<file path="config.mk">
export PLATFORM = sky130hd
export DESIGN_NAME = spp_sel_unit_flat
export DESIGN_NICKNAME = d
export VERILOG_FILES = /design/src/spp_pkg.sv /design/src/spp_stream_if.sv /design/src/spp_sel_unit.sv /design/src/flat_wrapper.sv
export SDC_FILE = /design/constraint.sdc
export NUM_CORES = 1
export LEC_CHECK = 0
export BUFFER_PORTS_ARGS = -buffer_cell sky130_fd_sc_hd__clkbuf_2
export CAP_MARGIN = 40
export CELL_PAD_IN_SITES_DETAIL_PLACEMENT = 0
export CELL_PAD_IN_SITES_GLOBAL_PLACEMENT = 2
export CORE_MARGIN = 1.5
export CORE_UTILIZATION = 41
export CTS_CLUSTER_DIAMETER = 100
export DETAILED_ROUTE_END_ITERATION = 10
export GPL_TIMING_DRIVEN = 0
export PLACE_DENSITY_LB_ADDON = 0.1
export SETUP_SLACK_MARGIN = 0.2
export SLEW_MARGIN = 20
export SYNTH_ARGS = -nofsm -noshare
export SYNTH_HDL_FRONTEND = slang
export SYNTH_SLANG_ARGS = --single-unit
</file>
<file path="constraint.sdc">
create_clock -name i_clk -period 6.2 [get_ports i_clk]
set_clock_uncertainty 0.2 [all_clocks]
set_input_delay 0.93 -clock i_clk [delete_from_list [all_inputs] [get_ports i_clk]]
set_output_delay 0.93 -clock i_clk [all_outputs]
set_load 0.03 [all_outputs]
</file>
<file path="src/spp_pkg.sv">
package spp_pkg;

    localparam int unsigned LEVEL_W = 16;
    localparam int unsigned BIN_W   = 11;
    localparam int unsigned THR_W   = 13;
    localparam int unsigned SEP_W   = 11;
    localparam int unsigned ADDR_W  = 1;

    localparam logic [ADDR_W-1:0] REG_THRESHOLD = 1'b0;
    localparam logic [ADDR_W-1:0] REG_MIN_SEP   = 1'b1;

    localparam logic signed [THR_W-1:0] THRESHOLD_RESET = -13'sd880;
    localparam logic [SEP_W-1:0]        MIN_SEP_RESET   = 11'd4;

    typedef struct packed {
        logic [BIN_W-1:0]          peak_bin;
        logic signed [LEVEL_W-1:0] peak_level;
        logic                      found;
        logic                      last;
    } t_result;

    typedef struct packed {
        logic signed [LEVEL_W-1:0] level;
        logic                      last_bin;
    } t_bin_item;

endpackage

</file>
<file path="src/spp_stream_if.sv">
interface spp_stream_if #(
    parameter type t_payload = logic
);
    logic     valid;
    logic     ready;
    t_payload payload;

    modport source (output valid, output payload, input ready);
    modport sink   (input valid, input payload, output ready);
endinterface

</file>
<file path="src/spp_sel_unit.sv">
// selection sequencer: repeated scans of the candidate memory for the largest
// unpicked level, then a scan of the kept list for separation
module spp_sel_unit #(
    parameter int unsigned CANDIDATE_DEPTH = 1024,
    parameter int unsigned MAX_PEAKS       = 20
) (
    input  logic                                   i_clk,
    input  logic                                   i_rst_n,
    input  logic                                   i_start,
    input  logic [$clog2(CANDIDATE_DEPTH+1)-1:0]   i_cand_count,
    input  logic [spp_pkg::SEP_W-1:0]              i_min_sep,
    // candidate memory read port
    output logic [$clog2(CANDIDATE_DEPTH)-1:0]     o_rd_addr,
    input  logic [spp_pkg::BIN_W-1:0]              i_rd_bin,
    input  logic signed [spp_pkg::LEVEL_W-1:0]     i_rd_level,
    // results
    output logic                                   o_busy,
    spp_stream_if.source                           o_res
);
    localparam int unsigned CA_W = $clog2(CANDIDATE_DEPTH);
    localparam int unsigned CC_W = $clog2(CANDIDATE_DEPTH+1);
    localparam int unsigned KA_W = (MAX_PEAKS > 1) ? $clog2(MAX_PEAKS) : 1;
    localparam int unsigned KC_W = $clog2(MAX_PEAKS+1);

    typedef enum logic [2:0] {
        S_IDLE, S_SCAN, S_CHECK, S_EMIT, S_NONE
    } t_state;

    t_state                          r_state;
    logic [CC_W-1:0]                 r_idx;     // scan address, one ahead of data
    logic                            r_dv;
    logic [CA_W-1:0]                 r_didx;
    logic                            r_have;
    logic [CA_W-1:0]                 r_best;
    logic [spp_pkg::BIN_W-1:0]       r_best_bin;
    logic signed [spp_pkg::LEVEL_W-1:0] r_best_lvl;
    logic [CC_W-1:0]                 r_picks;
    logic                            r_pany;
    logic signed [spp_pkg::LEVEL_W-1:0] r_plvl;
    logic [CA_W-1:0]                 r_pidx;
    logic [spp_pkg::BIN_W-1:0]       r_kbin [MAX_PEAKS];
    logic signed [spp_pkg::LEVEL_W-1:0] r_klvl [MAX_PEAKS];
    logic [KC_W-1:0]                 r_kcnt;
    logic [KC_W-1:0]                 r_k;
    logic                            r_near;
    logic [CC_W-1:0]                 r_count;
    logic                            r_valid;
    spp_pkg::t_result                r_out;

    logic [spp_pkg::BIN_W-1:0] w_dist;
    logic [spp_pkg::BIN_W-1:0] w_kb;
    logic                      w_unpicked;

    assign o_rd_addr = r_idx[CA_W-1:0];
    assign o_busy    = (r_state != S_IDLE) || r_valid;
    assign o_res.valid   = r_valid;
    assign o_res.payload = r_out;

    assign w_kb   = r_kbin[r_k[KA_W-1:0]];
    assign w_dist = (r_best_bin > w_kb) ? r_best_bin - w_kb : w_kb - r_best_bin;

    // picks run in (level down, address up) order, so anything ranked after
    // the previous pick is still unpicked
    assign w_unpicked = !r_pany || (i_rd_level < r_plvl) ||
                        ((i_rd_level == r_plvl) && (r_didx > r_pidx));

    always_ff @(posedge i_clk) begin
        if (!i_rst_n) begin
            r_state <= S_IDLE;
            r_valid <= 1'b0;
            r_pany  <= 1'b0;
            r_kcnt  <= '0;
            r_dv    <= 1'b0;
        end else begin
            if (r_valid && o_res.ready && r_state != S_EMIT && r_state != S_NONE)
                r_valid <= 1'b0;
            case (r_state)
                S_IDLE: begin
                    if (i_start) begin
                        r_count <= i_cand_count;
                        r_picks <= '0;
                        r_kcnt  <= '0;
                        r_pany  <= 1'b0;
                        r_idx   <= '0;
                        r_dv    <= 1'b0;
                        r_have  <= 1'b0;
                        if (i_cand_count == '0)
                            r_state <= S_NONE;
                        else
                            r_state <= S_SCAN;
                    end
                end
                S_SCAN: begin
                    // read data comes back in the cycle after its address
                    r_dv   <= (r_idx < r_count);
                    r_didx <= r_idx[CA_W-1:0];
                    if (r_idx < r_count)
                        r_idx <= r_idx + 1'b1;
                    if (r_dv && w_unpicked &&
                        (!r_have || i_rd_level > r_best_lvl)) begin
                        r_have     <= 1'b1;
                        r_best     <= r_didx;
                        r_best_bin <= i_rd_bin;
                        r_best_lvl <= i_rd_level;
                    end
                    if (r_idx >= r_count && !r_dv) begin
                        r_k    <= '0;
                        r_near <= 1'b0;
                        if (r_have) begin
                            r_pany  <= 1'b1;
                            r_plvl  <= r_best_lvl;
                            r_pidx  <= r_best;
                            r_picks <= r_picks + 1'b1;
                            r_state <= S_CHECK;
                        end else begin
                            r_state <= (r_kcnt == '0) ? S_NONE : S_EMIT;
                        end
                    end
                end
                S_CHECK: begin
                    if (r_k < r_kcnt) begin
                        if (w_dist < i_min_sep)
                            r_near <= 1'b1;
                        r_k <= r_k + 1'b1;
                    end else begin
                        logic [KC_W-1:0] v_cnt;
                        v_cnt = r_kcnt;
                        if (!r_near) begin
                            r_kbin[r_kcnt[KA_W-1:0]] <= r_best_bin;
                            r_klvl[r_kcnt[KA_W-1:0]] <= r_best_lvl;
                            v_cnt = r_kcnt + 1'b1;
                        end
                        r_kcnt <= v_cnt;
                        r_idx  <= '0;
                        r_dv   <= 1'b0;
                        r_have <= 1'b0;
                        r_k    <= '0;
                        if (v_cnt == KC_W'(MAX_PEAKS) || r_picks >= r_count)
                            r_state <= (v_cnt == '0) ? S_NONE : S_EMIT;
                        else
                            r_state <= S_SCAN;
                    end
                end
                S_EMIT: begin
                    if (!r_valid || o_res.ready) begin
                        r_valid          <= 1'b1;
                        r_out.peak_bin   <= r_kbin[r_k[KA_W-1:0]];
                        r_out.peak_level <= r_klvl[r_k[KA_W-1:0]];
                        r_out.found      <= 1'b1;
                        r_out.last       <= (r_k + 1'b1 == r_kcnt);
                        r_k <= r_k + 1'b1;
                        if (r_k + 1'b1 == r_kcnt)
                            r_state <= S_IDLE;
                    end
                end
                S_NONE: begin
                    if (!r_valid || o_res.ready) begin
                        r_valid <= 1'b1;
                        r_out   <= '{peak_bin: '0, peak_level: '0, found: 1'b0,
                                     last: 1'b1};
                        r_state <= S_IDLE;
                    end
                end
                default: r_state <= S_IDLE;
            endcase
        end
    end
endmodule

</file>
<file path="src/flat_wrapper.sv">
// flat-port wrapper written by rule: the top's interface ports become plain ports
module spp_sel_unit_flat 
#(
    parameter int unsigned CANDIDATE_DEPTH = 1024,
    parameter int unsigned MAX_PEAKS       = 20
)
  (i_clk, i_rst_n, i_start, i_cand_count, i_min_sep, o_rd_addr, i_rd_bin, i_rd_level, o_busy, o_res_valid, o_res_payload, o_res_ready);
  spp_stream_if o_res_i ();
  input  logic i_clk;
  input  logic i_rst_n;
  input  logic i_start;
  input  logic [$clog2(CANDIDATE_DEPTH+1)-1:0] i_cand_count;
  input  logic [spp_pkg::SEP_W-1:0] i_min_sep;
  output logic [$clog2(CANDIDATE_DEPTH)-1:0] o_rd_addr;
  input  logic [spp_pkg::BIN_W-1:0] i_rd_bin;
  input  logic signed [spp_pkg::LEVEL_W-1:0] i_rd_level;
  output logic o_busy;
  output wire logic [$bits(o_res_i.valid)-1:0] o_res_valid;
  output wire logic [$bits(o_res_i.payload)-1:0] o_res_payload;
  input wire logic [$bits(o_res_i.ready)-1:0] o_res_ready;
  assign o_res_valid = o_res_i.valid;
  assign o_res_payload = o_res_i.payload;
  assign o_res_i.ready = o_res_ready;
  spp_sel_unit #(.CANDIDATE_DEPTH(CANDIDATE_DEPTH), .MAX_PEAKS(MAX_PEAKS)) u_core (.i_clk(i_clk), .i_rst_n(i_rst_n), .i_start(i_start), .i_cand_count(i_cand_count), .i_min_sep(i_min_sep), .o_rd_addr(o_rd_addr), .i_rd_bin(i_rd_bin), .i_rd_level(i_rd_level), .o_busy(o_busy), .o_res(o_res_i));
endmodule
</file>
* Word-level counts from Yosys, hierarchy flattened
Memory sizes are Yosys's and may differ from the RTL's. A register that Yosys moved wholly into a read port is not among the register bits. Cells that the tools add are included.
Storage, ports and cells: bits in registers 125, RAM bits 220, output and inout port bits 13, memories kept 1
Memories:
- u_core.r_kbin | depth 20, width 11, read ports 1, clocked after Yosys merged registers in 1, write ports 1, RTL line spp_sel_unit.sv:41 | logic [spp_pkg::BIN_W-1:0] r_kbin [MAX_PEAKS];
Operators by class: add/subtract/negate cells 6, order comparisons 9, eq/ne operators 20, multiplexer cells 55, reductions and logical operators 43
Operators by type and width (number):
- $mux W11 | 6
- $mux W5 | 10
- $mux W3 | 11
- $pmux W11 S3 | 1
- $add A11 B1 Y11 const B | 2
- $ge A11 B11 Y1 | 2
- $lt A11 B11 Y1 | 2
- $pmux W11 S2 | 1
- $sub A11 B11 Y11 | 2
- $reduce_and A5 Y1 | 4
- $mux W1 | 18
- $ne A2 B1 Y1 const B | 9
- $eq A16 B16 Y1 | 1
- $gt A16 B16 Y1 | 1
- $lt A16 B16 Y1 | 1
- $reduce_and A4 Y1 | 4
- $pmux W3 S5 | 1
- $pmux W5 S3 | 1
- $reduce_and A3 Y1 | 4
- $gt A11 B11 Y1 | 1
- $logic_not A11 Y1 | 1
- $add A5 B1 Y5 const B | 2
- $gt A10 B10 Y1 | 1
- $logic_not A5 Y1 | 2
- other kinds (21) | 45

* Logic depth before layout (Yosys ltp)
Gate-level depths: netlist of the first run.
depth in word-level cells 10, gate-level depth with buffers 22, gate-level depth less buffers 20

* Least setup slack after synthesis of the first run
Ideal clock, no wire load.
kind input to register, from input port i_rd_level[6] (netlist name), to register u_core.r_best[0] (enable), setup time 0.524 ns, arrival 5.799 ns, data required time 5.476 ns, slack -0.322 ns, stages on the path 8, path buffers 0, cell sequence ha_1 a21oi_1 a21boi_0 o31ai_1 nand3_1 nor4b_1 o31ai_1 nor4_1
Between the ends: word-level cells in the longest chain between the ends 6
Ends and longest elaborated chain:
- from (decl) | RTL line flat_wrapper.sv:16 | input logic signed [spp_pkg::LEVEL_W-1:0] i_rd_level;
- $lt A16 B16 Y1 or $eq A16 B16 Y1 (tied branches) | RTL line spp_sel_unit.sv:64, spp_sel_unit.sv:65
- $logic_or A1 B1 Y1 or $logic_and A1 B1 Y1 (tied branches) | RTL line spp_sel_unit.sv:64, spp_sel_unit.sv:65
- $logic_or A1 B1 Y1 | RTL line spp_sel_unit.sv:64 | assign w_unpicked = !r_pany || (i_rd_level < r_plvl) ||
- $logic_and A1 B1 Y1 | RTL line spp_sel_unit.sv:99 | if (r_dv && w_unpicked &&
- $logic_and A1 B1 Y1 (*) | RTL line spp_sel_unit.sv:99
- $reduce_and A3 Y1 (no line) (*)
- to (signal assigned) | RTL line spp_sel_unit.sv:102 | r_best <= r_didx;
- to (decl) | RTL line spp_sel_unit.sv:34 | logic [CA_W-1:0] r_best;
Every way passes the cells marked *; elsewhere a longest branch is shown, timed or not. A chain may end at the register's enable or synchronous reset.

==> results.md, run 1 <==
- The worst setup slack after placement is -0.0250 ns.
- The worst path meets setup with roughly 0.56 ns of slack.
- For this run, the total global-route usage over all layers was measured as around a fifth.
- Cell internal power was estimated by the tool at 0.00538 W.
- The signal arrival time at the worst endpoint is between 5 and 6 ns.
- The nature of the critical path endpoint is a flip-flop.
- The number of hold-slack violations in the final timing report is 0.
- The total of warnings raised by yosys is 0.
- The floorplan step defined a die boundary enclosing approximately 42000 sq um.
- The cell area after synthesis is ~17000 sq um.
- The minimum setup slack among reg-to-reg paths is around 0.56 ns.
- After Yosys synthesis, full adders, half adders and majority gates account for slightly above 8% of the synthesized area.
- The number of H-tree branching levels is 2.
- The total wire length after detailed routing is about 38 mm.
- The logic depth of the worst path, buffers included is 21.
- The longest clock path from root to sink contains 3 buffers.
- The category of the most critical setup path is flip-flop to flip-flop.
- The wire-length estimate of the detail-placed layout is 27.4 mm.
- Once placement finished, the instance area stood at roughly 18000 sq um.
- Leaving out fill and tap cells, the most frequent cell in the layout is sky130_fd_sc_hd__edfxtp_1.
- The switching share of power is between 30% and 40%.
- Of the total power, combinational logic draws 37.9%.
- The async set-reset flop share out of synthesis is 0%.
- The number of slew-limit violations in the final report was 0.
- The first-iteration detailed-routing DRC count is a little under 500.
- Measured along the x axis, the die boundary spans 205 microns.
- In the layout the commonest cells are sky130_fd_sc_hd__edfxtp_1, sky130_fd_sc_hd__inv_1, sky130_fd_sc_hd__ha_1.
- Measured on the finished design, the core utilization comes to between 40% and 50%.
- The routability congestion estimate is approximately 0.78.
- The maximum frequency from static timing analysis is between 150 and 200 MHz.
- For this design the total switching power over the nets is between 0.002 and 0.003 W.
- The clock reaches the later pin of the worst-skew pair after ~0.57 ns.
- The first global-routing pass estimated 57.9 mm of wire.
- The complex-gate fraction of the synthesized area is roughly 6.2%.
- The total CTS buffers is 40.
- Summing the areas of all and, or, nand and nor instances in the mapped netlist gives between 6 and 7% of the synthesized area.
- The count of flip-flops with a built-in enable after synthesis is roughly 330.
- The largest single stage delay on the critical path is 0.61 ns.
- The core area is roughly 40000 sq um.
- The critical path goes through buf_6 > buf_8 > mux4_1 > mux4_2 > mux2i_4 > inv_1 > ha_2 > and3_4 > o21ai_1 > nand4_1 > a31oi_2 > a31oi_1 > buf_4 > mux2_2 > ha_1 > a21o_1 > a21oi_1 > nor2b_1 > o21ai_2 > nand4_1 > a21oi_2.
- Across the run, the number of max-cap violations was 0.
- The worst register-to-register path ends at u_core.r_near.
- The area share of xor/xnor cells in the synthesized design is 1.73%.
- The count of hold-fix buffers inserted at cts is 0.
- The number of DRC violations after detailed routing is 0.
- The min-delay analysis places its worst path in the category flip-flop to flip-flop.
- The total negative slack is 0 ns.
- The cell count of the worst reg-to-reg path is 21.
- The flow ran to the end, and the final reports show no timing, DRC or antenna violations.
- In the final layout, the share of cells above drive strength 1 is 20.6%.
- The number of antenna violations at the first check in global routing came to 0.
- The synthesis-to-layout area growth is 16.0%.
- The total overflow left after global routing is 0.
- In the final routed layout, each cell accounts on average for between 20 and 25 microns.
- TritonCTS built the clock tree.
- Together, buffers and inverters on the worst path number 4.
- The number of antenna repair diodes is 0.
- The count of buffers inserted at the top-level ports is 65.
- By instance count, the cell type seen most on the critical path is sky130_fd_sc_hd__nand4_1.
- The average vias per placed instance is about 5.2.
- The final-stage net count is 1421.
- 66 I/O pins were placed.
- The kind of cell with the highest combined delay along the critical path is multiplexers.
- The critical path's slowest cell is sky130_fd_sc_hd__mux4_1.
- The maximum fanout along the worst path is 10.
- The post-CTS clock slew at the launch and capture registers of the worst setup and hold paths is 0.06 ns.
- Counting I/O delays and the setup requirement, the final critical path takes 5.64 ns.
- The initialized floorplan defines 73 standard-cell rows.
- The number of clock sinks is 350.
- The number of global-route vias before repair was about 9.7k.
- In this run the vertical extent of the chip is 205 microns.
- The sequential area share after synthesis is 62.0%.
- The first detailed-routing pass ran for 5 iterations.
- The final setup violation count is 0.
- In the synthesized netlist, the number of instances is 1122.
- The distinct cell type count after synthesis is just under 70.
- The tightest hold path in the finished design has a slack of between 0.2 and 0.25 ns.
- The power density relative to cell area is approximately 420 nW/um^2.
- The number of vias in the routed layout is 9453.
- In this run the worst setup path terminates at u_core.r_near.
- CTS placed an instance of sky130_fd_sc_hd__clkbuf_16 at the clock tree root.
- The number of filler instances in the final layout is 3535.
- A synthesized cell averages between 10 and 15 sq um.
- In this run, synthesis produced a sequential element count of 350.
- For the worst setup path, the data required time is 6.26 ns.
- The mux cell area share after synthesis is 11.1%.
- STA classifies the critical path startpoint as a flip-flop.
- The worst path uses between 90% and 100% of the clock period.
- The leakage power of the design is slightly above 7 nW.
- The peak supply drop is between 0.00015 and 0.0002 V.
- Setup repair after global routing left no endpoint under its margin.
- The sequential group share of total power is roughly 36%.
- After synthesis, the largest family of logic cells by area is multiplexers.
- The remaining max-slew budget at the tightest pin is 44.8%.
- The most used flip-flop cell after synthesis is sky130_fd_sc_hd__edfxtp_1.
- The number of nets handed over by synthesis was approximately 1.3k.
- The finished cells cover slightly below 20000 sq um.
- The largest net degree at the start of global routing is 24.
- For the pin with the worst max-slew slack, the measured transition is 0.822 ns.
- The effective utilization at floorplan is approximately two fifths.
- The detail route stage leaves a number of antenna-violating nets equal to 0.
- In this run, the clock network consumes between 20% and 30% of the power.
-- cell usage after synthesis (4+ instances only) --
master                     instances  area share, %
sky130_fd_sc_hd__a21o_1           20           0.90
sky130_fd_sc_hd__clkbuf_1          9           0.20
sky130_fd_sc_hd__edfxtp_1        334             60
sky130_fd_sc_hd__and3_1           11           0.41
sky130_fd_sc_hd__ha_1            107            8.0
sky130_fd_sc_hd__a31oi_1          11           0.41
sky130_fd_sc_hd__buf_2            10           0.30
sky130_fd_sc_hd__nor2b_1          11           0.41
sky130_fd_sc_hd__dfxtp_1          16            1.9
sky130_fd_sc_hd__o22ai_1           5           0.19
sky130_fd_sc_hd__nor3_1            5           0.15
sky130_fd_sc_hd__buf_4            13           0.58
sky130_fd_sc_hd__o21a_1            7           0.31
sky130_fd_sc_hd__a211oi_1          5           0.22
sky130_fd_sc_hd__a21oi_1          44            1.3
sky130_fd_sc_hd__nand4_1          18           0.67
sky130_fd_sc_hd__mux2i_1          20            1.2
sky130_fd_sc_hd__nand2_1          45            1.0
sky130_fd_sc_hd__nor2_1           79            1.8
sky130_fd_sc_hd__nand2b_1          9           0.34
sky130_fd_sc_hd__nand3_1          24           0.72
sky130_fd_sc_hd__xnor2_1          15           0.79
sky130_fd_sc_hd__and2_1            5           0.19
sky130_fd_sc_hd__inv_1           111            2.5
sky130_fd_sc_hd__mux2_2            4           0.27
sky130_fd_sc_hd__nor4_1           10           0.37
sky130_fd_sc_hd__mux4_2           40            5.4
sky130_fd_sc_hd__o21ai_0          25           0.75
sky130_fd_sc_hd__xor2_1           18           0.94
sky130_fd_sc_hd__o31ai_1           6           0.27
sky130_fd_sc_hd__mux4_1           26            4.1
-- power by group through the flow --
| stage | Combinational (W) | Clock, W | Sequential [W] |
|---|---|---|---|
| 6_report | 0.00307 | 0.00217 | 0.00288 |
| 5_1_grt | 0.00341 | 0.00231 | 0.00290 |
| 4_1_cts | 0.00294 | 0.00223 | 0.00289 |
| 3_5_place_dp | 0.00289 | 0 | 0.00294 |
| 3_3_place_gp | 0.00287 | 0 | 0.00294 |
| 2_1_floorplan | 0.00211 | 0 | 0.00289 |
-- logic make-up after synthesis --
kind of cell / count (synthesis)
XOR/XNOR: 33
AND/OR/NAND/NOR: 230
adder cells (fa/ha/maj): 109
AO/OA/AOI/OAI: 159
multiplexers: 91
buffers and inverters: 150
flip-flops: 350
-- layer usage --
layer,track usage (%),part of all wire [%],up-vias
li1,-,-,4567
met1,27.3,50,4698
met2,28.9,45,142
met3,2.62,3.3,46
met4,5.44,1.7,0
met5,0,0,-
-- cell type report --
cell class	count	area [sq um]	share of cell area, %
sequential	350	10300	53.4
multi-input combinational	622	5830	30.1
clock buffer	55	1060	5.46
timing repair buffer	95	666	3.44
tap	525	657	3.39
inverter	112	420	2.17
buffer	38	273	1.41
clock inverter	13	121	0.627
-- metrics by stage --
step | power, W | instances
detailed placement | 0.00583 | 1728
floorplan | 0.00500 | 1122
global placement | 0.00581 | 1712
CTS | 0.00807 | 1796
finish | 0.00812 | 1810
global route | 0.00862 | 1810
-- worst min-delay path by stage --
stage                             endpoint             start  cells past startpoint
after global placement    u_core.r_pidx[1]  u_core.r_best[1]                      0
after floorplan           u_core.r_pidx[0]  u_core.r_best[0]                      0
after detailed placement  u_core.r_pidx[7]  u_core.r_best[7]                      0
final                     u_core.r_pidx[7]  u_core.r_best[7]                      0
after CTS                 u_core.r_pidx[7]  u_core.r_best[7]                      0
after global routing      u_core.r_pidx[9]  u_core.r_best[9]                      0
-- state kept, by name (all words and copies together), names as in the netlist, 11 cells and up, named ones only --
signal             count
u_core.r_best_bin     11
u_core.r_best_lvl     16
u_core.r_count        11
u_core.r_idx          11
u_core.r_kbin        220
u_core.r_picks        11
u_core.r_plvl         16
-- repair_timing --
item	in CTS	in global routing
gates cloned	0	1
endpoints found under the setup margin	1	1
pin swaps	0	2
hold endpoints to repair	0	0
gates resized for setup	9	25
setup buffers	0	3
Power figures use the tool's default switching activity.
==> run 2: changes to the inputs <==
--- a/config.mk
+++ b/config.mk
@@ -10,7 +10,7 @@
 export CELL_PAD_IN_SITES_DETAIL_PLACEMENT = 0
 export CELL_PAD_IN_SITES_GLOBAL_PLACEMENT = 2
 export CORE_MARGIN = 1.5
-export CORE_UTILIZATION = 41
+export CORE_UTILIZATION = 30
 export CTS_CLUSTER_DIAMETER = 100
 export DETAILED_ROUTE_END_ITERATION = 10
 export GPL_TIMING_DRIVEN = 0
==> run 2 against run 1 <==
Net effect:
- sequential power is essentially flat
- critical endpoint unchanged
- hold slack lost 0.00077 ns
- critical path type unchanged
- routed wire length grew 14%
- final area grew 4.2%
- highest routed layer unchanged
- setup slack lost 0.027 ns
- clock power grew 23%
==> results.md, run 2 (synthesized netlist as in run 1, its figures left out) <==
- The run finished with clean final reports.
- The core utilization of the finished layout is 36.6%.
- After layout, the minimum clock period comes to between 5 and 6 ns.
- The length of the first detailed-routing pass in iterations is 5.
- The maximum frequency from static timing analysis is roughly 180 MHz.
- Along the worst hold path, the cell count comes to 0.
- The die width is ~240 microns.
- TritonCTS created 45 clock buffers.
- The min-delay analysis places its worst path in the category flip-flop to flip-flop.
- After detailed routing, the number of remaining DRC violations is 0.
- The number of antenna violations at the first check in global routing came to 0.
- For this design the top-level I/O count stands at 66.
- The cell sitting at the root of the clock tree is a sky130_fd_sc_hd__clkbuf_16.
- The core area is ~55000 sq um.
- The final-stage net count is 1436.
- For this design, the sink count on the clock tree is between 300 and 400.
- Global routing finished with a remaining overflow of 0.
- The number of vias in the routed layout is about 9.8k.
- The post-CTS clock slew at the launch and capture registers of the worst setup and hold paths is roughly 0.06 ns.
- The number of antenna diodes in the final layout is 0.
- In the routed layout, each cell is associated on average with a via count of ~4.8.
- For the pin with the worst max-slew slack, the measured transition is ~0.83 ns.
- The worst register-to-register path has a setup slack of 0.54 ns.
- The post-route antenna net violation count is 0.
- Data on the critical path arrives at its endpoint at approximately 5.8 ns.
- The number of placement rows is 86.
- The later pin in the worst-skew pair is clocked with a latency of just under 0.6 ns.
- After detailed placement, the design holds a cell count of just under 2k.
- The number of hold-slack violations in the final timing report is 0.
- The area enclosed by the die boundary is 57100 sq um.
- For hold timing, the worst endpoint is u_core.r_pidx[4].
- The most frequent standard cell in the layout excluding fill and tap cells is sky130_fd_sc_hd__edfxtp_1.
- Counting the fill cells in the layout gives between 5k and 6k.
- The data required time of the critical path is roughly 6.3 ns.
- Measured along the y axis, the die boundary spans roughly 240 microns.
- The largest buffer count on any clock path is 3.
- The nature of the critical path endpoint is a flip-flop.
- The first global-routing pass estimated about 65 mm of wire.
- After detailed routing, the average wire length per cell comes to approximately 21 microns.
- Overall power consumption after layout is estimated at 0.00871 W.
- The hold path startpoint is u_core.r_best[4].
- Setup repair after global routing left no endpoint under its margin.
- Leaving out fill and tap cells, the most frequent cells in the layout are sky130_fd_sc_hd__edfxtp_1, sky130_fd_sc_hd__inv_1, sky130_fd_sc_hd__ha_1.
- Input and output buffers added on the ports amount to 65.
- Setup violations remaining at the end of the flow were counted as 0.
- The maximum fanout along the worst path is 10.
- The clock tree from TritonCTS is done.
- The largest stage delay on the critical path is just over 0.6 ns.
- The synthesis-to-layout area growth is 20.8%.
- At the end of routability-driven placement, the weighted congestion stood at between 0.7 and 0.8.
- The tool flagged a number of max-cap violations equal to 0.
- Entering global routing, the biggest net connects 24 pins.
- The fraction of final layout cells with drive strength greater than 1 is between 20% and 30%.
- For this design, the slowest cell found on the critical path is sky130_fd_sc_hd__mux4_1.
- The total global-route track usage is between 15 and 20%.
- In this run the cell area measured after placement is 18400 sq um.
- Summed over all layers, the routed wires come to ~43 mm.
- The remaining max-slew budget at the tightest pin is 44.5%.
- Dividing total power by cell area gives a power density of approximately 430 nW/um^2.
- STA classifies the critical path startpoint as a flip-flop.
- Excluding fillers, the count of instances in the completed layout stands at 2059.
- The effective utilization at floorplan is between 30% and 40%.
- IR analysis of the VDD net gives a maximum drop of approximately 0.00018 V.
- The finished layout cell area is 20200 sq um.
- The analysis attributes to cell leakage a power of between 7 and 8 nW.
- The number of global-route vias before repair is between 10k and 15k.
- The cell count of the worst reg-to-reg path is 23.
- The category of the most critical setup path is flip-flop to flip-flop.
- The number of flip-flops under the largest register name is 220.
- The number of H-tree branching levels is 2.
- For this block, the initial DRC count from the detailed router was about 660.
- The number of slew-limit violations in the final report is 0.
- Summed over all nets, the half-perimeter wirelength after detailed placement is a little over 30 mm.
- The endpoint identified for the worst register-to-register timing path is u_core.r_near.
- Of the available clock period, the critical path in the final layout requires approximately nine tenths.
- The critical path goes through buf_12 > buf_12 > mux4_1 > mux4_2 > mux2i_4 > inv_1 > ha_1 > clkbuf_2 > a21o_1 > a21oi_2 > nand4_1 > a31oi_4 > a31oi_1 > buf_4 > buf_4 > mux2i_1 > xnor2_1 > ha_1 > nor4_1 > a21oi_1 > nand4_1 > a31oi_1 > a21oi_2.
==> run 2: changes by cell type in the layout (fill, tap and decap cells not counted), moves of 3 or more <==
cell and delta:
sky130_fd_sc_hd__clkinv_2 +3, sky130_fd_sc_hd__bufinv_16 +4, sky130_fd_sc_hd__nor2_2 +7, sky130_fd_sc_hd__clkbuf_1 -5
sky130_fd_sc_hd__nor2_1 -7, sky130_fd_sc_hd__buf_8 +6, sky130_fd_sc_hd__clkinv_1 +4, sky130_fd_sc_hd__clkbuf_16 +6
sky130_fd_sc_hd__buf_6 +4
==> run 2: worst max-delay path by stage <==
stage | startpoint | endpoint | slack, ns
floorplan | i_rd_level[6] | u_core.r_best[0] | 1.20
global placement | i_rd_level[15] | u_core.r_best_bin[3] | -1.57
detailed placement | flip-flop | u_core.r_near | -0.29
CTS | flip-flop | u_core.r_near | 0.21
global route | flip-flop | u_core.r_near | 0.22
finish | flip-flop | u_core.r_near | 0.54
==> run 2: where the power goes <==
| part | total (W) | switching [W] | internal [W] | leakage, nW |
|---|---|---|---|---|
| combinational | 0.00316 | 0.00175 | 0.00141 | 3.58 |
| clock | 0.00266 | 0.00106 | 0.00160 | 0.738 |
| sequential | 0.00289 | 0.000132 | 0.00275 | 3.16 |
==> run 2: critical path: cells and delay by family (launching register included) <==
kind,cells,cell delay [ns]
simple gates,3,0.54
flops,1,0.36
buf+inv,6,0.88
mux,4,1.49
compound gates,7,1.05
xor+xnor,1,0.31
fa+ha+maj,2,0.55
==> run 2: through the flow <==
step	hold WS [ns]	worst slack, ns	TNS (ns)
after CTS	0.217	0.208	0
after detailed placement	0.205	-0.287	-0.287
after global placement	0.201	-1.57	-58.04
final	0.217	0.535	0
after floorplan	0.200	1.20	0
after global routing	0.223	0.221	0
==> run 2: final cells by class <==
type / count / area (sq um) / area share (%)
buffer: 38 / 285 / 1.41
clock buffer: 58 / 1220 / 6.03
clock inverter: 26 / 288 / 1.43
inverter: 112 / 420 / 2.08
multi-input combinational: 622 / 5870 / 29.1
sequential: 350 / 10300 / 51.3
tap: 748 / 936 / 4.64
timing repair buffer: 105 / 822 / 4.07
==> run 2: layer usage <==
layer	vias up	share of wire (%)	track usage, %
met5	-	0	0
met4	0	2.2	4.39
met3	64	3.6	2.49
met2	177	45	23.7
met1	4931	50	22.7
li1	4618	-	-
==> run 2: timing repair <==
item                                    CTS  global route
hold buffers                              0             0
resized for setup                        11            29
endpoints found under the setup margin    1             1
buffers inserted                          0             6
gates cloned                              0             0
pin swaps                                 0             5
==> run 3: changes to the inputs <==
--- a/config.mk
+++ b/config.mk
@@ -5,6 +5,7 @@
 export SDC_FILE = /design/constraint.sdc
 export NUM_CORES = 1
 export LEC_CHECK = 0
+export ABC_AREA = 1
 export BUFFER_PORTS_ARGS = -buffer_cell sky130_fd_sc_hd__clkbuf_2
 export CAP_MARGIN = 40
 export CELL_PAD_IN_SITES_DETAIL_PLACEMENT = 0
@@ -12,6 +13,7 @@
 export CORE_MARGIN = 1.5
 export CORE_UTILIZATION = 30
 export CTS_CLUSTER_DIAMETER = 100
+export CTS_CLUSTER_SIZE = 28
 export DETAILED_ROUTE_END_ITERATION = 10
 export GPL_TIMING_DRIVEN = 0
 export PLACE_DENSITY_LB_ADDON = 0.1
@@ -20,3 +22,4 @@
 export SYNTH_ARGS = -nofsm -noshare
 export SYNTH_HDL_FRONTEND = slang
 export SYNTH_SLANG_ARGS = --single-unit
+export TNS_END_PERCENT = 5
==> run 3 against run 2 <==
Net effect:
- via count increased by 19%
- flip-flop and latch count unchanged
- area after synthesis increased by 2.4%
- die area increased by 2.4%
- cell count increased by 21%
- critical endpoint unchanged
- largest cell class unchanged
==> results.md, run 3 <==
- The tree built by TritonCTS fans out to 350 sinks.
- The count of hold-fix buffers inserted at cts is 0.
- The I/O pin total is 66.
- sky130_fd_sc_hd__edfxtp_1 is the most common cell in the netlist.
- Yosys attributes the largest share of cell area to sky130_fd_sc_hd__edfxtp_1, sky130_fd_sc_hd__ha_1, sky130_fd_sc_hd__nand2_1, sky130_fd_sc_hd__nor2_1, sky130_fd_sc_hd__inv_1.
- In the final layout, the multi-input gates occupy approximately 5700 sq um.
- The master cell of the clock root buffer is sky130_fd_sc_hd__clkbuf_16.
- Yosys printed 0 warnings.
- The complex-gate fraction of the synthesized area is 11.0%.
- Counting the buffers created by CTS gives 18.
- The area share of xor/xnor cells in the synthesized design is less than 1%.
- The finished layout holds about 2.5k standard cells, fillers aside.
- Synthesis handed over a netlist of 1602 instances.
- The number of flip-flops under the largest register name is 220.
- The max-capacitance violation count is 0.
- CTS built an H-tree with a depth of 1.
- The most instantiated flip-flop cell in the synthesis netlist is sky130_fd_sc_hd__edfxtp_1.
- At the pin with the least slew margin, the transition time is about 0.8 ns.
- The path class of the tightest hold or removal check is flip-flop to flip-flop.
- Multiplexer cells account for 0% of the synthesized area.
- Measured along the y axis, the die boundary spans roughly 240 microns.
- The average vias per placed instance is 4.67.
- The analysis attributes to cell leakage a power of around 7.6 nW.
- The post-route antenna net violation count is 0.
- The share of the Yosys chip area taken by registers is 60.5%.
- The setup path with the least slack is of type flip-flop to flip-flop.
- In this run the critical register-to-register path is captured at u_core.r_near.
- By count the netlist is led by sky130_fd_sc_hd__edfxtp_1, sky130_fd_sc_hd__nand2_1, sky130_fd_sc_hd__nor2_1.
- STA classifies the critical path endpoint as a flip-flop.
- In this run the most critical hold path is launched from u_core.r_best[0].
- After synthesis the netlist holds a flip-flop and latch count of 350.
- At the end of routability-driven placement, the weighted congestion stood at roughly 0.76.
- The detailed router placed about 12k vias in this run.
- For this run, the detailed router's first-pass iteration total came to 5.
- In this run the worst path has a maximum fanout of 10.
- At the worst endpoint, the required time is 6.27 ns.
- The floorplan has 87 rows.
- The flip-flop and latch area is roughly 10000 sq um.
- In this run the post-CTS setup repair buffer count came out at 0.
- The final period demand of the worst path is 5.50 ns.
- The largest buffer count on any clock path is 3.
- The most frequent standard cell in the layout excluding fill and tap cells is sky130_fd_sc_hd__edfxtp_1.
- Measured in cells, the most critical reg-to-reg path has a length of 28.
- The post-synthesis simple-gate area fraction is 13.0%.
- The number of placed instances with taps included is about 2.5k.
- By area, the combinational part of the netlist is dominated by simple AND/OR/NAND/NOR gates.
- Setup total negative slack on the finished layout was measured at 0 ns.
- The async set-reset flop share out of synthesis is 0%.
- The count of flip-flops with a built-in enable after synthesis is approximately 330.
- The area enclosed by the die boundary is approximately 58000 sq um.
- After detailed routing, the met2 layer carries between 20 and 25 mm of wire.
- When the netlist entered floorplanning its net count stood at 1764.
- For this run, the total global-route usage over all layers was measured as between 15 and 20%.
- The number of hold-slack violations in the final timing report is 0.
- Setup repair after global routing left no endpoint under its margin.
- The distinct cell type count after synthesis is 47.
- The synthesis-to-layout area growth is 13.6%.
- At the worst endpoint, the arrival time is 5.58 ns.
- VDD sags by at most 0.000256 V.
- Measured on the finished design, the core utilization comes to roughly a third.
- After detailed routing, the number of remaining DRC violations is 0.
- The post-route netlist has between 10% and 20% of its cells at a drive strength greater than 1.
- The core area is between 50000 and 60000 sq um.
- The sum of routed wire segments on met1 is around 22 mm.
- The finished layout cell area is between 15000 and 20000 sq um.
- The share of the synthesized area in the top cell type is roughly 59%.
- Setup violations remaining at the end of the flow were counted as 0.
- The synthesized area per cell is 10.7 sq um.
- The minimum setup slack among reg-to-reg paths is between 0.6 and 0.7 ns.
- After detailed placement, the total cell area comes to approximately 19000 sq um.
- The clock tree from TritonCTS is done.
- The final layout contains routed wiring with a total length of approximately 48 mm.
- The largest stage delay on the critical path is between 0.5 and 0.6 ns.
- The maximum frequency from static timing analysis is 182 MHz.
- After detailed routing, the met3 layer carries 1.52 mm of wire.
- STA classifies the critical path startpoint as a flip-flop.
- Dividing the final minimum period by the clock period gives between 80% and 90%.
- The net count of the finished layout is about 1.9k.
- The count of buffers inserted at the top-level ports is 64.
- The largest net degree at the start of global routing is 29.
- The number of antenna repair diodes is 0.
- The number of antenna violations at the first check in global routing was 0.
- Leaving out fill and tap cells, the most frequent cells in the layout are sky130_fd_sc_hd__edfxtp_1, sky130_fd_sc_hd__nand2_1, sky130_fd_sc_hd__nor2_1.
- The highest metal layer with signal wires is met4.
- The number of gates given a new drive strength after cts is 0.
- The power density relative to cell area is between 400 and 500 nW/um^2.
- Summing every instance area after synthesis gives between 15000 and 20000 sq um.
- The remaining global-route overflow is 0.
- The initial utilization of the core area, before any placement, comes to a little under a third.
- The critical path's slowest cell is sky130_fd_sc_hd__clkbuf_1.
- In this run the tightest slew margin relative to its limit is roughly 46%.
- Of the total synthesized cell area, the portion taken by full adders, half adders and majority gates is 8.06%.
- The number of filler instances in the final layout is ~5.8k.
- The path with the worst hold slack has its endpoint at u_core.r_pidx[0].
- After clock tree synthesis, the clock-pin slew on the worst setup and hold paths is around 0.11 ns.
- The die width is around 240 microns.
- The run finished with clean final reports.
- The post-synthesis cell type with the largest combined area is sky130_fd_sc_hd__edfxtp_1.
- The most prevalent standard cell on the critical path is sky130_fd_sc_hd__nand2_1.
- The first-iteration detailed-routing DRC count is around 770.
- The number of slew-limit violations in the final report is 0.
- The global-route wire length before repair is roughly 73 mm.
- The placed wire-length estimate after detailed placement is between 30 and 40 mm.
- The clock latency at the later pin of the worst-skew pair is about 0.55 ns.
- The routed wire length per instance is 19.1 microns.
- The worst hold path was traced through 0 stages.
- The number of global-route vias before repair is roughly 12k.
## run 3: changes by cell type after synthesis, moves of 40 or more
| cell | previous run | this run |
|---|---|---|
| sky130_fd_sc_hd__nand2_1 | 45 | 212 |
| sky130_fd_sc_hd__nor2_1 | 79 | 198 |
| sky130_fd_sc_hd__o21ai_1 | 3 | 62 |
| sky130_fd_sc_hd__o21ai_0 | 25 | 97 |
| sky130_fd_sc_hd__inv_1 | 111 | 188 |
| sky130_fd_sc_hd__mux4_2 | 40 | 0 |
## run 3: through the flow
stage                     worst slack [ns]  power (W)  hold WS (ns)
after floorplan                       1.90    0.00541         0.200
after global placement              -0.192    0.00660         0.204
after detailed placement             0.537    0.00664         0.205
after CTS                            0.524    0.00806         0.234
after global routing                 0.267    0.00858         0.238
final                                0.697    0.00791         0.228
## run 3: worst max path at each step
stage,endpoint,slack [ns],start,cells after the start
3_5_place_dp,u_core.r_near,0.54,flip-flop,28
3_3_place_gp,u_core.r_plvl[9],-0.19,i_rst_n,6
2_1_floorplan,u_core.r_pidx[0],1.90,i_rst_n,6
6_report,u_core.r_near,0.70,flip-flop,28
5_1_grt,u_core.r_near,0.27,flip-flop,28
4_1_cts,u_core.r_near,0.52,flip-flop,28
## run 3: power by group
| group | internal, W | switching, W | total [W] |
|---|---|---|---|
| clock | 0.000563 | 0.000839 | 0.00140 |
| sequential | 0.00276 | 0.000156 | 0.00292 |
| combinational | 0.00118 | 0.00241 | 0.00359 |
## run 3: cell families (layout without fill, tap and decap cells)
logic type | after synthesis | in the layout
AO/OA/AOI/OAI | 325 | 325
XOR/XNOR | 14 | 14
adder cells (fa/ha/maj) | 109 | 109
buffers and inverters | 274 | 402
flip-flops | 350 | 350
AND/OR/NAND/NOR | 530 | 530
## run 3: area by class of cell
class	instances	share of cell area, %
Clock buffer	18	2.32
Tap cell	756	4.87
Timing Repair Buffer	101	3.61
Inverter	208	4.02
Sequential cell	350	53.3
Multi-Input combinational cell	978	29.5
Clock inverter	9	0.548
Buffer	66	1.89
## run 3: layer usage
| metal | global-route usage (%) | vias up |
|---|---|---|
| met5 | 0 | - |
| met2 | 28.9 | 162 |
| li1 | - | 5801 |
| met4 | 2.43 | 0 |
| met1 | 21.6 | 5627 |
| met3 | 1.71 | 29 |
## run 3: critical path, delay by kind of cell, from the launching register on
family	cells	cell delay, ns
buffers and inverters	6	1.01
adders and majority gates	3	0.83
xor gates and xnor gates	1	0.15
DFF	1	0.51
AOI/OAI and AO/OA	7	1.59
and+or+nand+nor	11	0.91
